[config.mk]
export PLATFORM = sky130hd
export DESIGN_NAME = csv_field_splitter
export DESIGN_NICKNAME = d
export VERILOG_FILES = /design/src/rtl/csvfs_pkg.sv /design/src/rtl/csvfs_parser.sv /design/src/rtl/csvfs_out_reg.sv /design/src/rtl/csv_field_splitter.sv
export SDC_FILE = /design/constraint.sdc
export NUM_CORES = 1
export LEC_CHECK = 0
export ABC_AREA = 1
export BUFFER_PORTS_ARGS = -buffer_cell sky130_fd_sc_hd__buf_2
export CELL_PAD_IN_SITES_DETAIL_PLACEMENT = 0
export CELL_PAD_IN_SITES_GLOBAL_PLACEMENT = 2
export CORE_UTILIZATION = 39
export DETAILED_ROUTE_END_ITERATION = 8
export GPL_TIMING_DRIVEN = 0
export PLACE_DENSITY_LB_ADDON = 0.1
export SLEW_MARGIN = 20
export SYNTH_ARGS = -nofsm -noshare
export SYNTH_HDL_FRONTEND = slang
export SYNTH_SLANG_ARGS = --single-unit
[constraint.sdc]
create_clock -name clk -period 11.53 [get_ports clk]
set_clock_uncertainty 0.15 [all_clocks]
set_input_delay 1.7295 -clock clk [delete_from_list [all_inputs] [get_ports clk]]
set_output_delay 1.7295 -clock clk [all_outputs]
set_load 0.05 [all_outputs]
[src/rtl/csvfs_pkg.sv]
package csvfs_pkg;

	localparam int MAX_FIELDS     = 256;
	localparam int FIELD_CNT_W    = $clog2(MAX_FIELDS + 1);
	localparam int ROW_INDEX_BITS = 20;

	// widths of the result fields as they leave the block
	localparam int CHAR_W     = 8;
	localparam int FIDX_W     = 8;
	localparam int RIDX_W     = 20;
	localparam int RFIELDS_W  = 9;
	localparam int IN_TDATA_W = 8;
	localparam int OUT_DATA_W = CHAR_W + FIDX_W + RIDX_W + 2 * RFIELDS_W;
	localparam int OUT_TDATA_W = ((OUT_DATA_W + 7) / 8) * 8;
	localparam int OUT_TUSER_W = 2;

	localparam logic [7:0] QUOTE_BYTE   = 8'd34;
	localparam logic [7:0] NEWLINE_BYTE = 8'd10;
	localparam logic [7:0] DEFAULT_SEP  = 8'd44;

	typedef enum logic [1:0] {
		MODE_START,
		MODE_PLAIN,
		MODE_QUOTED,
		MODE_QUOTE_SEEN
	} mode_t;

	typedef struct packed {
		logic [CHAR_W-1:0]    out_char;
		logic                 char_valid;
		logic                 field_done;
		logic                 row_done;
		logic [FIDX_W-1:0]    field_index;
		logic [RIDX_W-1:0]    row_index;
		logic [RFIELDS_W-1:0] row_fields;
		logic [RFIELDS_W-1:0] max_columns;
	} res_t;

	function automatic logic [FIELD_CNT_W-1:0] sat_inc(input logic [FIELD_CNT_W-1:0] v);
		if (v >= FIELD_CNT_W'(MAX_FIELDS))
			return FIELD_CNT_W'(MAX_FIELDS);
		return v + FIELD_CNT_W'(1);
	endfunction

endpackage

[src/rtl/csvfs_parser.sv]
module csvfs_parser (
	input  logic                clk,
	input  logic                arst_n,
	input  logic                cfg_valid,
	input  logic [7:0]          cfg_data,
	input  logic                in_valid,
	output logic                in_ready,
	input  logic [7:0]          in_byte,
	input  logic                in_eos,
	input  logic                res_free,
	output logic                res_load,
	output csvfs_pkg::res_t     res
);

	logic                                  valid_s1;
	logic [7:0]                            byte_s1;
	logic                                  eos_s1;
	logic [7:0]                            sep_q;
	csvfs_pkg::mode_t                      mode_q, mode_d;
	logic                                  started_q, started_d;
	logic [csvfs_pkg::FIELD_CNT_W-1:0]     fcount_q, fcount_d, fc_one, fc_two;
	logic [csvfs_pkg::ROW_INDEX_BITS-1:0]  rcount_q, rcount_d;
	logic [csvfs_pkg::RFIELDS_W-1:0]       widest_q, widest_d;
	logic                                  advance;
	logic                                  emit, cvalid, fdone, rdone;
	logic [1:0]                            closes;
	logic [csvfs_pkg::RFIELDS_W-1:0]       rowf;

	assign advance  = valid_s1 && res_free;
	assign in_ready = !valid_s1 || res_free;

	always_ff @(posedge clk or negedge arst_n) begin
		if (!arst_n) begin
			valid_s1 <= 1'b0;
		end else if (in_ready) begin
			valid_s1 <= in_valid;
		end
	end

	always_ff @(posedge clk) begin
		if (in_ready && in_valid) begin
			byte_s1 <= in_byte;
			eos_s1  <= in_eos;
		end
	end

	always_ff @(posedge clk or negedge arst_n) begin
		if (!arst_n) begin
			sep_q <= csvfs_pkg::DEFAULT_SEP;
		end else if (cfg_valid) begin
			sep_q <= cfg_data;
		end
	end

	always_ff @(posedge clk or negedge arst_n) begin
		if (!arst_n) begin
			mode_q    <= csvfs_pkg::MODE_START;
			started_q <= 1'b0;
			fcount_q  <= '0;
			rcount_q  <= '0;
			widest_q  <= '0;
		end else if (advance) begin
			mode_q    <= mode_d;
			started_q <= started_d;
			fcount_q  <= fcount_d;
			rcount_q  <= rcount_d;
			widest_q  <= widest_d;
		end
	end

	always_comb begin
		mode_d    = mode_q;
		started_d = started_q;
		cvalid    = 1'b0;
		fdone     = 1'b0;
		rdone     = 1'b0;
		emit      = 1'b0;
		closes    = 2'd0;
		if (byte_s1 == csvfs_pkg::NEWLINE_BYTE) begin
			emit  = 1'b1;
			rdone = 1'b1;
			if (started_q) begin
				fdone  = 1'b1;
				closes = 2'd1;
			end
		end else begin
			started_d = 1'b1;
			case (mode_q)
				csvfs_pkg::MODE_START: begin
					if (byte_s1 == csvfs_pkg::QUOTE_BYTE) begin
						mode_d = csvfs_pkg::MODE_QUOTED;
					end else if (byte_s1 == sep_q) begin
						fdone  = 1'b1;
						closes = 2'd1;
					end else begin
						cvalid = 1'b1;
						mode_d = csvfs_pkg::MODE_PLAIN;
					end
				end
				csvfs_pkg::MODE_PLAIN: begin
					if (byte_s1 == sep_q) begin
						fdone  = 1'b1;
						closes = 2'd1;
						mode_d = csvfs_pkg::MODE_START;
					end else begin
						cvalid = 1'b1;
					end
				end
				csvfs_pkg::MODE_QUOTED: begin
					if (byte_s1 == csvfs_pkg::QUOTE_BYTE)
						mode_d = csvfs_pkg::MODE_QUOTE_SEEN;
					else
						cvalid = 1'b1;
				end
				default: begin
					if (byte_s1 == csvfs_pkg::QUOTE_BYTE) begin
						cvalid = 1'b1;
						mode_d = csvfs_pkg::MODE_QUOTED;
					end else if (byte_s1 == sep_q) begin
						fdone  = 1'b1;
						closes = 2'd1;
						mode_d = csvfs_pkg::MODE_START;
					end else begin
						cvalid = 1'b1;
						mode_d = csvfs_pkg::MODE_PLAIN;
					end
				end
			endcase
			emit = cvalid || fdone;
			if (eos_s1) begin
				emit   = 1'b1;
				fdone  = 1'b1;
				rdone  = 1'b1;
				closes = closes + 2'd1;
			end
		end

		// a final separator closes two fields in one go
		fc_one = (closes != 2'd0) ? csvfs_pkg::sat_inc(fcount_q) : fcount_q;
		fc_two = (closes == 2'd2) ? csvfs_pkg::sat_inc(fc_one) : fc_one;

		fcount_d = fc_two;
		rcount_d = rcount_q;
		widest_d = widest_q;
		rowf     = '0;
		if (rdone) begin
			rowf     = csvfs_pkg::RFIELDS_W'(fc_two);
			if (rowf > widest_q)
				widest_d = rowf;
			if (rcount_q != '1)
				rcount_d = rcount_q + csvfs_pkg::ROW_INDEX_BITS'(1);
			fcount_d  = '0;
			started_d = 1'b0;
			mode_d    = csvfs_pkg::MODE_START;
		end
	end

	assign res_load = advance && emit;

	always_comb begin
		res.out_char    = cvalid ? byte_s1 : '0;
		res.char_valid  = cvalid;
		res.field_done  = fdone;
		res.row_done    = rdone;
		res.field_index = (fcount_q > csvfs_pkg::FIELD_CNT_W'(csvfs_pkg::MAX_FIELDS - 1))
			? csvfs_pkg::FIDX_W'(csvfs_pkg::MAX_FIELDS - 1)
			: csvfs_pkg::FIDX_W'(fcount_q);
		res.row_index   = csvfs_pkg::RIDX_W'(rcount_q);
		res.row_fields  = rowf;
		res.max_columns = widest_d;
	end

`ifndef SYNTHESIS
	a_fcount_bound: assert property (@(posedge clk) disable iff (!arst_n)
		fcount_q <= csvfs_pkg::FIELD_CNT_W'(csvfs_pkg::MAX_FIELDS))
		else $error("field count beyond limit");

	a_row_resets: assert property (@(posedge clk) disable iff (!arst_n)
		(res_load && res.row_done) |=>
		(fcount_q == '0 && !started_q && mode_q == csvfs_pkg::MODE_START))
		else $error("row end left parse state behind");

	a_widest: assert property (@(posedge clk) disable iff (!arst_n)
		(res_load && res.row_done) |-> (res.row_fields <= res.max_columns))
		else $error("row wider than recorded maximum");

	a_silent_hold: assert property (@(posedge clk) disable iff (!arst_n)
		(advance && !emit) |=> $stable(fcount_q) && $stable(rcount_q))
		else $error("silent byte changed counts");
`endif

endmodule

[src/rtl/csvfs_out_reg.sv]
module csvfs_out_reg (
	input  logic             clk,
	input  logic             arst_n,
	input  logic             res_load,
	input  csvfs_pkg::res_t  res,
	output logic             res_free,
	output logic             out_valid,
	input  logic             out_ready,
	output csvfs_pkg::res_t  out_res
);

	logic            valid_q;
	csvfs_pkg::res_t res_q;

	assign res_free  = !valid_q || out_ready;
	assign out_valid = valid_q;
	assign out_res   = res_q;

	always_ff @(posedge clk or negedge arst_n) begin
		if (!arst_n) begin
			valid_q <= 1'b0;
		end else if (res_free) begin
			valid_q <= res_load;
		end
	end

	always_ff @(posedge clk) begin
		if (res_free && res_load)
			res_q <= res;
	end

`ifndef SYNTHESIS
	a_no_overwrite: assert property (@(posedge clk) disable iff (!arst_n)
		(valid_q && !out_ready) |=> valid_q && $stable(res_q))
		else $error("pending result overwritten");

	a_load_only_free: assert property (@(posedge clk) disable iff (!arst_n)
		(!valid_q && !res_load) |=> !valid_q)
		else $error("result appeared without a load");

	a_load_shows: assert property (@(posedge clk) disable iff (!arst_n)
		(res_free && res_load) |=> valid_q)
		else $error("loaded result not presented");
`endif

endmodule

[src/rtl/csv_field_splitter.sv]
// csv field splitter: turns a byte stream of csv text into field content bytes
// with field and row boundaries, one byte per transfer on the slave side.
// slave side: s_tdata[7:0] is the text byte, s_tlast marks the final byte of
// the stream and closes any open line after it.
// master side: one result per byte that carries content or ends a field or
// row; opening quotes and possible closing quotes give no result.
// cfg_valid/cfg_data write the separator byte (comma after reset); cfg_ready
// is always high and writes are expected only while the block is idle.
// an accepted byte waits in the input register; its result is loaded into the
// output register as the byte leaves the input register, once that register
// is free. throughput is one byte per cycle while the master side is not
// stalled, set by the parse state registers that update as a byte leaves the
// input register.
// a stalled master side holds its result; the input register then fills and
// s_tready falls until the result is taken.
// reset clears the parse state, counts and separator and empties both
// registers; no clearing pass is needed.
module csv_field_splitter (
	input  logic                                clk,
	input  logic                                arst_n,
	input  logic                                cfg_valid,
	output logic                                cfg_ready,
	input  logic [7:0]                          cfg_data,
	input  logic                                s_tvalid,
	output logic                                s_tready,
	input  logic [csvfs_pkg::IN_TDATA_W-1:0]    s_tdata,  // in_byte
	input  logic                                s_tlast,  // end_of_stream
	output logic                                m_tvalid,
	input  logic                                m_tready,
	// out_char, field_index, row_index, row_fields, max_columns, zero fill
	output logic [csvfs_pkg::OUT_TDATA_W-1:0]   m_tdata,
	output logic [csvfs_pkg::OUT_TUSER_W-1:0]   m_tuser,  // char_valid, field_done
	output logic                                m_tlast   // row_done
);

	logic            res_free;
	logic            res_load;
	csvfs_pkg::res_t res;
	csvfs_pkg::res_t out_res;

	assign cfg_ready = 1'b1;

	csvfs_parser u_parser (
		.clk      (clk),
		.arst_n   (arst_n),
		.cfg_valid(cfg_valid),
		.cfg_data (cfg_data),
		.in_valid (s_tvalid),
		.in_ready (s_tready),
		.in_byte  (s_tdata),
		.in_eos   (s_tlast),
		.res_free (res_free),
		.res_load (res_load),
		.res      (res)
	);

	csvfs_out_reg u_out_reg (
		.clk      (clk),
		.arst_n   (arst_n),
		.res_load (res_load),
		.res      (res),
		.res_free (res_free),
		.out_valid(m_tvalid),
		.out_ready(m_tready),
		.out_res  (out_res)
	);

	assign m_tdata = csvfs_pkg::OUT_TDATA_W'({out_res.max_columns, out_res.row_fields,
		out_res.row_index, out_res.field_index, out_res.out_char});
	assign m_tuser = {out_res.field_done, out_res.char_valid};
	assign m_tlast = out_res.row_done;

endmodule

==> flow_summary.yaml, run 1 <==
finish:
  syn2layout_area_growth_pct: 21.2
  fin_nets: 738
  postLayoutCellArea_sq_mm: 0.00713
  fill_cells: 1422
  final_cell_mix: "130 x nand2_1, 80 x buf_2, 79 x inv_1, 66 x edfxtp_1, 48 x dfrtp_1"
  layout_commonest_cell: "nand2_1"
  n_antenna_cell: 0
  drive_gt1_share_pct: 24.0
route:
  vias: 4358
  drt_iter0_drc: 200
  ant_nets: 0
  wl_mm: 13.2
  wl_per_cell_um: 14.8
  first_pass_iters: 6
  drc: 10
  routed_via_density: 4.89
floorplan:
  coreArea_sq_mm: 0.0146
  die_h_um: 125
  ios: 84
  die_w_um: 125
  rows: 44
  initial_core_util_pct: 40.2
  dieArea_sq_mm: 0.0156
flow_run:
  maxCapViolations: 0
clock_network:
  numCtsBuffers: 17
  postCtsResizedCells: 0
  cts.sinks: 117
  cts_max_level: 4
  cts_tree: "built"
  cts_max_path_buffers: 2
  cts_hold_buf: 0
  root_buffer: "clkbuf_16"
  cts.clk_slew.worst_paths_ns: 0.05
  clkLatencyLatePin_ns: 0.42
  post_cts_buffers: 0
worst_setup_path:
  path_common_cell: "inv_1"
  start_kind: "flip-flop"
  criticalPathCategory: "flip-flop to flip-flop"
  rr_worst_depth: 32
  cp.required_ns: 11.54
  r2r_slack_ns: 6.15
  slowest_stage: "dfstp_2"
  cp.arrival_ns: 5.39
  slowest_delay_ns: 0.52
  r2r-end: "u_out_reg.out_res[5]"
  end_kind: "flip-flop"
  crit_path_max_fanout: 10
  critPathBufInv: 9
  critPathTopFamily: "simple AND/OR/NAND/NOR gates"
  rr_startpoint: "u_parser.sep_q[5]"
hold_path:
  min_path_cells: 2
  hold_end: "u_parser.widest_q[7]"
  hold_start: "u_parser.widest_q[7]"
  holdCritPathClass: "flip-flop to flip-flop"
run_status:
  status: "complete, but fails checks"
  violations: "DRC"
pwr:
  p_leak_nw: 3.36
  power_density_mw_per_mm2: 250
  ir_drop_uv: 114
global_route:
  grt_max_degree: 58
  grt_pass1_wl_mm: 22.1
  antenna_found_initial: 1
  grt_use_total_pct: 18.6
  grt_pass1_vias: 4324
  grt_overflow: 0
synth:
  ys_ff_latch: 117
  synth_mux_area_share_pct: 0.765
  syn_area_sq_mm: 0.00589
  ys.flop_type: "edfxtp_1"
  synth_edf_count: 66
  ys_types: 47
  synthSimpleGateAreaFrac_pct: 22.8
  synth_top_family_by_area: "simple AND/OR/NAND/NOR gates"
  yosys_warnings: 0
  synth_seq_area_share_pct: 55.4
  synth_compound_area_share_pct: 6.23
  synthXorXnorAreaFrac_pct: 3.27
  synth-async-reset-ratio_pct: 43.6
  netlist_instances: 595
  syn_area_per_cell_sq_um: 9.89
  yosys.area_share.adder_pct: 4.46
sta:
  post-route-period-util_pct: 46.7
  worstMarginPinSlew_ns: 0.751
  relSlewSlack_pct: 49.6
  setup_tns_ns: 0
  setup_viol: 0
  hold_viol: 0
  rsz0062_at_grt: "no"
  fin_crit_ns: 5.38
  drv_slew: 0
  fmax_mhz: 186
placed_design:
  finalWeightedCongestion: 0.835
  dp_hpwl_mm: 9.44
  place_area_sq_mm: 0.00653
  portBuffers: 80
-- stage by stage --
step	utilization [%]	hold slack, ns	std cells	setup slack, ns	total power, mW
finish	48.7	0.337	892	6.15	1.78
global route	48.7	0.346	892	5.57	1.89
CTS	48.7	0.334	892	6.10	1.80
detailed placement	44.6	0.321	860	6.11	1.24
global placement	44.5	0.311	860	6.17	1.24
floorplan	-	0.296	596	6.88	1.09
-- synth_stat cells (2+ instances only) --
library cell / n / area share (%)
nand2_1: 130 / 8.3
inv_1: 80 / 5.1
edfxtp_1: 66 / 34
dfrtp_1: 48 / 20
nor2_1: 39 / 2.5
nand3_1: 37 / 3.1
ha_1: 21 / 4.5
o21ai_0: 20 / 1.7
xor2_1: 16 / 2.4
nand4_1: 11 / 1.2
o22ai_1: 11 / 1.2
nand2_2: 10 / 1.1
nor3_1: 10 / 0.85
o21ai_1: 10 / 0.85
xnor2_1: 6 / 0.89
a21oi_1: 5 / 0.43
inv_2: 5 / 0.32
nand2_4: 5 / 0.96
nand3_2: 5 / 0.85
nor2_4: 5 / 0.96
buf_4: 4 / 0.51
mux2_2: 4 / 0.77
nor2_2: 4 / 0.43
nor4_1: 4 / 0.43
o21ai_2: 4 / 0.60
a21boi_1: 3 / 0.38
clkbuf_1: 3 / 0.19
dfstp_2: 3 / 1.3
nand3b_1: 3 / 0.38
nor3_2: 3 / 0.51
clkinv_1: 2 / 0.13
conb_1: 2 / 0.13
nand3_4: 2 / 0.60
-- report_power, final --
group | total, mW | internal [mW] | switching (mW)
Combinational | 0.605 | 0.148 | 0.457
Sequential | 0.627 | 0.574 | 0.0529
Clock | 0.550 | 0.365 | 0.185
Total | 1.78 | 1.09 | 0.695
-- tightest hold or removal path: cells and delay by family, from the launching register on --
family,cells,cell delay (ns)
simple gates,2,0.10
flops,1,0.35
-- kinds of logic after synthesis --
group                      after synthesis
and+or+nand+nor                        271
DFF                                    117
buffers and inverters                   98
AOI/OAI and AO/OA                       60
xor gates and xnor gates                22
adders and majority gates               21
muxes                                    4
other                                    2
-- routing by layer --
metal / global-route usage (%) / part of all wire [%]
met1: 24.1 / 47
met4: 6.24 / 1.5
met5: 0 / 0
met3: 5.11 / 4.3
met2: 30.1 / 47
-- state kept, by name, indices dropped and copies added, names as in the netlist --
register             cells
u_out_reg.out_res       57
u_out_reg.out_valid      1
u_parser.rcount_q       20
u_parser.byte_s1         8
u_parser.mode_q          2
u_parser.fcount_q        9
u_parser.valid_s1        1
u_parser.widest_q        9
u_parser.started_q       1
u_parser.sep_q           8
u_parser.eos_s1          1
-- worst max path at each step --
stage	slack (ns)	depth (start not counted)	endpoint	start
2_1_floorplan	6.88	32	u_out_reg.out_res[5]	u_parser.byte_s1[1]
3_3_place_gp	6.17	32	u_out_reg.out_res[7]	u_parser.sep_q[5]
3_5_place_dp	6.11	32	u_out_reg.out_res[7]	u_parser.sep_q[5]
4_1_cts	6.10	32	u_out_reg.out_res[7]	u_parser.sep_q[5]
5_1_grt	5.57	32	u_out_reg.out_res[6]	u_parser.sep_q[5]
6_report	6.15	32	u_out_reg.out_res[5]	u_parser.sep_q[5]
-- layout make-up --
cell class,instances,area (sq um),area share [%]
clock buffers,22,454,6.37
repair buffers,80,403,5.65
clock inverters,10,155,2.17
inverters,88,335,4.70
well taps,184,230,3.23
multi-input cells,381,2220,31.1
flip-flops and latches,117,3260,45.7
plain buffers,10,72.6,1.02
Power figures use the tool's default switching activity.
==> run 2: changes to the inputs <==
- CORE_UTILIZATION: 39 -> 36
- clock period: 11.53 -> 5.3 ns (I/O delays scaled with it)
==> run 2 against run 1 <==
  * The flow now finishes without violations
  * Via count down 1.4%
  * Utilization down 3.5 points
  * Wire length up 1.6%
  * First-iteration DRC count up 10%
  * Clock-buffer cell count down 3
  * Die area up 8.2%
  * Hold slack worse by 0.046 ns
  * Global-route usage down 1.2 points
  * Power up 110%
  * Combinational power up 120%
  * Maximum frequency up 9.3%
  * Largest cell class unchanged
  * Largest power group unchanged
==> flow_summary.yaml, run 2 (same netlist as run 1, synthesis figures left out) <==
run_status:
  status: "finished, final reports clean"
finish:
  layout_commonest_cell: "nand2_1"
  n_antenna_cell: 0
  fill_cells: 1533
  largest_reg_flops: 57
  drive_gt1_share_pct: 26.5
  multi_input_area_sq_mm: 0.00228
  final_cell_mix: "125 x nand2_1, 80 x buf_2, 78 x inv_1, 66 x edfxtp_1, 48 x dfrtp_1"
  syn2layout_area_growth_pct: 22.5
  seq_area_sq_mm: 0.00326
  fin_nets: 739
sta:
  worstMarginPinSlew_ns: 0.826
  relSlewSlack_pct: 44.6
  post-route-period-util_pct: 92.9
  fmax_mhz: 203
  fin_crit_ns: 4.92
  hold_viol: 0
  setup_viol: 0
  setup_tns_ns: 0
  drv_slew: 0
floorplan:
  coreArea_sq_mm: 0.0159
  rows: 46
  dieArea_sq_mm: 0.0169
  die_w_um: 130
  ios: 84
  initial_core_util_pct: 36.9
  die_h_um: 130
pwr:
  power_density_mw_per_mm2: 531
  p_leak_nw: 3.36
  finalPower_mw: 3.83
  ir_drop_uv: 261
route:
  drt_iter0_drc: 220
  wl_per_cell_um: 14.5
  routed_via_density: 4.65
  vias: 4299
  first_pass_iters: 4
  ant_nets: 0
  drc: 0
  wl_mm: 13.4
global_route:
  grt_max_degree: 58
  grt_pass1_wl_mm: 21.8
  antenna_found_initial: 0
  grt_pass1_vias: 4248
  grt_use_total_pct: 17.4
  grt_overflow: 0
worst_setup_path:
  end_kind: "flip-flop"
  criticalPathCategory: "flip-flop to flip-flop"
  cp.required_ns: 5.31
  path_common_cell: "inv_1"
  r2r-end: "u_out_reg.out_res[6]"
  rr_startpoint: "u_parser.mode_q[0]"
  r2r_slack_ns: 0.38
  start_kind: "flip-flop"
  cp.arrival_ns: 4.93
  crit_path_max_fanout: 10
  slowest_stage: "dfrtp_1"
  slowest_delay_ns: 0.41
  rr_worst_depth: 30
flow_run:
  maxCapViolations: 0
clock_network:
  cts_max_level: 4
  cts.sinks: 117
  cts_tree: "built"
  numCtsBuffers: 17
  cts_max_path_buffers: 2
  root_buffer: "clkbuf_16"
  cts_hold_buf: 0
  clkLatencyLatePin_ns: 0.41
  cts.clk_slew.worst_paths_ns: 0.06
hold_path:
  holdCritPathClass: "input port to asynchronous set/reset pin"
placed_design:
  finalWeightedCongestion: 0.823
  dp_hpwl_mm: 9.62
  portBuffers: 80
[run 2: changes by cell type in the layout (fill, tap and decap cells not counted), sizes merged]
cell,previous run,this run
clkbuf,25,22
clkinvlp,0,2
inv,86,88
bufinv,4,2
buf,87,88
clkinv,8,9
[run 2: how the worst max path moves through the flow]
stage	from	slack [ns]	cells past startpoint	endpoint
4_1_cts	u_parser.byte_s1[3]	0.004	30	u_out_reg.out_res[6]
6_report	u_parser.mode_q[0]	0.38	30	u_out_reg.out_res[6]
2_1_floorplan	u_parser.byte_s1[1]	0.65	32	u_out_reg.out_res[5]
3_5_place_dp	u_parser.sep_q[5]	-0.09	32	u_out_reg.out_res[6]
3_3_place_gp	u_parser.sep_q[5]	-0.08	32	u_out_reg.out_res[6]
5_1_grt	u_parser.byte_s1[6]	-0.02	31	u_out_reg.out_res[7]
[run 2: layout make-up]
class                      instances  area share (%)
sequential                       117            45.2
multi-input combinational        381            31.6
clock buffer                      19            6.14
timing repair buffer              81            5.69
inverter                          88            4.65
tap                              216            3.75
clock inverter                    13            1.82
buffer                            10            1.06
[run 2: per-stage QoR]
stage / area [sq um] / util (%) / std cells / setup slack, ns / hold WS (ns)
3_5_place_dp: 6570 / 41.2 / 892 / -0.0865 / 0.312
4_1_cts: 7150 / 44.8 / 924 / 0.00353 / 0.311
5_1_grt: 7210 / 45.2 / 925 / -0.0167 / 0.340
2_1_floorplan: 5890 / - / 596 / 0.646 / 0.296
3_3_place_gp: 6560 / 41.1 / 892 / -0.0750 / 0.319
6_report: 7210 / 45.2 / 925 / 0.375 / 0.292
[run 2: worst max-delay path, delay by kind of cell (launching register included)]
family                     cells  cell delay, ns
AOI/OAI and AO/OA              6            0.96
adders and majority gates      5            1.22
buffers and inverters          9            0.80
DFF                            1            0.41
and+or+nand+nor               10            1.10
[run 2: timing repair]
action | CTS | global route
pin swaps | 0 | 1
buffers inserted | 0 | 1
setup endpoints to repair | 8 | 18
gates resized for setup | 2 | 14
[run 2: report_power, final]
part | switching [mW] | internal [mW] | leakage [nW]
logic | 1.01 | 0.332 | 1.78
clock network | 0.418 | 0.701 | 0.283
registers | 0.114 | 1.25 | 1.30
[run 2: layer usage]
metal / track usage (%) / up-vias / part of all wire [%]
met1: 22.5 / 2035 / 48
met4: 5.13 / 0 / 0.91
met5: 0 / - / 0
met2: 28.6 / 77 / 47
li1: - / 2177 / -
met3: 4.55 / 10 / 3.7
==> run 3: changes to the inputs <==
- GPL_ROUTABILITY_DRIVEN: default -> 0
- MAX_ROUTING_LAYER: default -> met4
==> run 3 against run 2 <==
  * Power about the same
  * Design area did not move
  * Utilization did not move
  * Largest power group unchanged
  * Critical path depth unchanged
  * Flip-flop and latch count did not move
  * Wire length about the same
  * Clock-buffer cell count did not move
  * Critical path type unchanged
==> flow_summary.yaml, run 3 (same netlist as run 1, synthesis figures left out) <==
finish:
  fill_cells: 1533
  syn2layout_area_growth_pct: 22.5
  final_cell_mix: "125 x nand2_1, 80 x buf_2, 78 x inv_1, 66 x edfxtp_1, 48 x dfrtp_1"
  drive_gt1_share_pct: 26.5
  final_cells: 925
  n_antenna_cell: 0
  layout_commonest_cell: "nand2_1"
  largest_reg_flops: 57
  fin_nets: 739
worst_setup_path:
  crit_path_max_fanout: 10
  criticalPathCategory: "flip-flop to flip-flop"
  r2r_slack_ns: 0.37
  cp.required_ns: 5.31
  cp.arrival_ns: 4.93
  end_kind: "flip-flop"
  slowest_delay_ns: 0.41
  path_common_cell: "inv_1"
  rr_startpoint: "u_parser.mode_q[0]"
  slowest_stage: "dfrtp_1"
  start_kind: "flip-flop"
  rr_worst_depth: 30
  r2r-end: "u_out_reg.out_res[6]"
route:
  drc: 0
  drt_iter0_drc: 210
  routed_via_density: 4.66
  first_pass_iters: 4
  ant_nets: 0
  wl_mm: 13.4
  wl_per_cell_um: 14.5
  vias: 4312
global_route:
  grtUsageMet1_pct: 22.5
  antenna_found_initial: 0
  grt_pass1_vias: 4248
  met2_usage_pct: 28.6
  grt_use_total_pct: 17.9
  grt_pass1_wl_mm: 21.8
  grt_max_degree: 58
  busiest_layer: "met2"
  grt_overflow: 0
  grt_use_met3_pct: 4.55
clock_network:
  root_buffer: "clkbuf_16"
  cts_max_level: 4
  cts_max_path_buffers: 2
  cts_tree: "built"
  cts.sinks: 117
  cts.clk_slew.worst_paths_ns: 0.06
  numCtsBuffers: 17
  cts_hold_buf: 0
  clkLatencyLatePin_ns: 0.42
floorplan:
  rows: 46
  initial_core_util_pct: 36.9
  die_w_um: 130
  die_h_um: 130
  ios: 84
  coreArea_sq_mm: 0.0159
  dieArea_sq_mm: 0.0169
sta:
  hold_viol: 0
  setup_viol: 0
  setup_tns_ns: 0
  relSlewSlack_pct: 44.6
  worstMarginPinSlew_ns: 0.826
  fin_crit_ns: 4.93
  fmax_mhz: 203
  drv_slew: 0
  post-route-period-util_pct: 92.9
placed_design:
  dp_hpwl_mm: 9.62
  portBuffers: 80
  dp_cells: 892
pwr:
  power_density_mw_per_mm2: 531
  ir_drop_uv: 264
  p_leak_nw: 3.36
flow_run:
  maxCapViolations: 0
hold_path:
  holdCritPathClass: "input port to asynchronous set/reset pin"
run_status:
  status: "finished, final reports clean"
## run 3: critical path: cells and delay by family (launching register included)
kind / cells / cell delay, ns
buffers and inverters: 9 / 0.80
and+or+nand+nor: 10 / 1.10
AOI/OAI and AO/OA: 6 / 0.96
adders and majority gates: 5 / 1.22
DFF: 1 / 0.41
## run 3: worst max path at each step
stage / startpoint / to / cells after the start
detailed placement: u_parser.sep_q[5] / u_out_reg.out_res[6] / 32
global route: u_parser.byte_s1[6] / u_out_reg.out_res[7] / 31
global placement: u_parser.sep_q[5] / u_out_reg.out_res[6] / 32
floorplan: u_parser.byte_s1[1] / u_out_reg.out_res[5] / 32
finish: u_parser.mode_q[0] / u_out_reg.out_res[6] / 30
CTS: u_parser.byte_s1[3] / u_out_reg.out_res[6] / 30
## run 3: repair_timing
action / CTS / global route
setup buffers: 0 / 1
pin swaps: 0 / 1
gates resized for setup: 2 / 14
setup endpoints to repair: 8 / 18
cloned: 0 / 0
## run 3: layout make-up
cell class                      instances  area, sq um  area share [%]
Tap cell                              216          270            3.75
Multi-Input combinational cell        381         2280            31.6
Timing Repair Buffer                   81          410            5.69
Clock inverter                         13          131            1.82
Sequential cell                       117         3260            45.2
Buffer                                 10         76.3            1.06
Inverter                               88          335            4.65
Clock buffer                           19          443            6.14
## run 3: per-stage QoR
stage	area [sq um]	setup WS, ns	total power, mW	hold WS (ns)	utilization [%]
after floorplan	5890	0.646	2.37	0.296	-
after global placement	6560	-0.0750	2.71	0.319	41.1
after detailed placement	6570	-0.0865	2.71	0.312	41.2
after CTS	7150	0.00353	3.85	0.311	44.8
after global routing	7210	-0.0168	4.05	0.341	45.2
final	7210	0.374	3.83	0.289	45.2
## run 3: where the power goes
| group | switching (mW) | leakage, nW | internal [mW] |
|---|---|---|---|
| Clock | 0.420 | 0.283 | 0.701 |
| Sequential | 0.115 | 1.30 | 1.25 |
| Combinational | 1.01 | 1.78 | 0.332 |
| Total | 1.55 | 3.36 | 2.28 |
## run 3: metal layers
| metal | vias up | share of wire (%) |
|---|---|---|
| met3 | 9 | 3.5 |
| met4 | 0 | 0.93 |
| met2 | 81 | 47 |
| met5 | - | 0 |
| met1 | 2044 | 48 |
| li1 | 2178 | - |
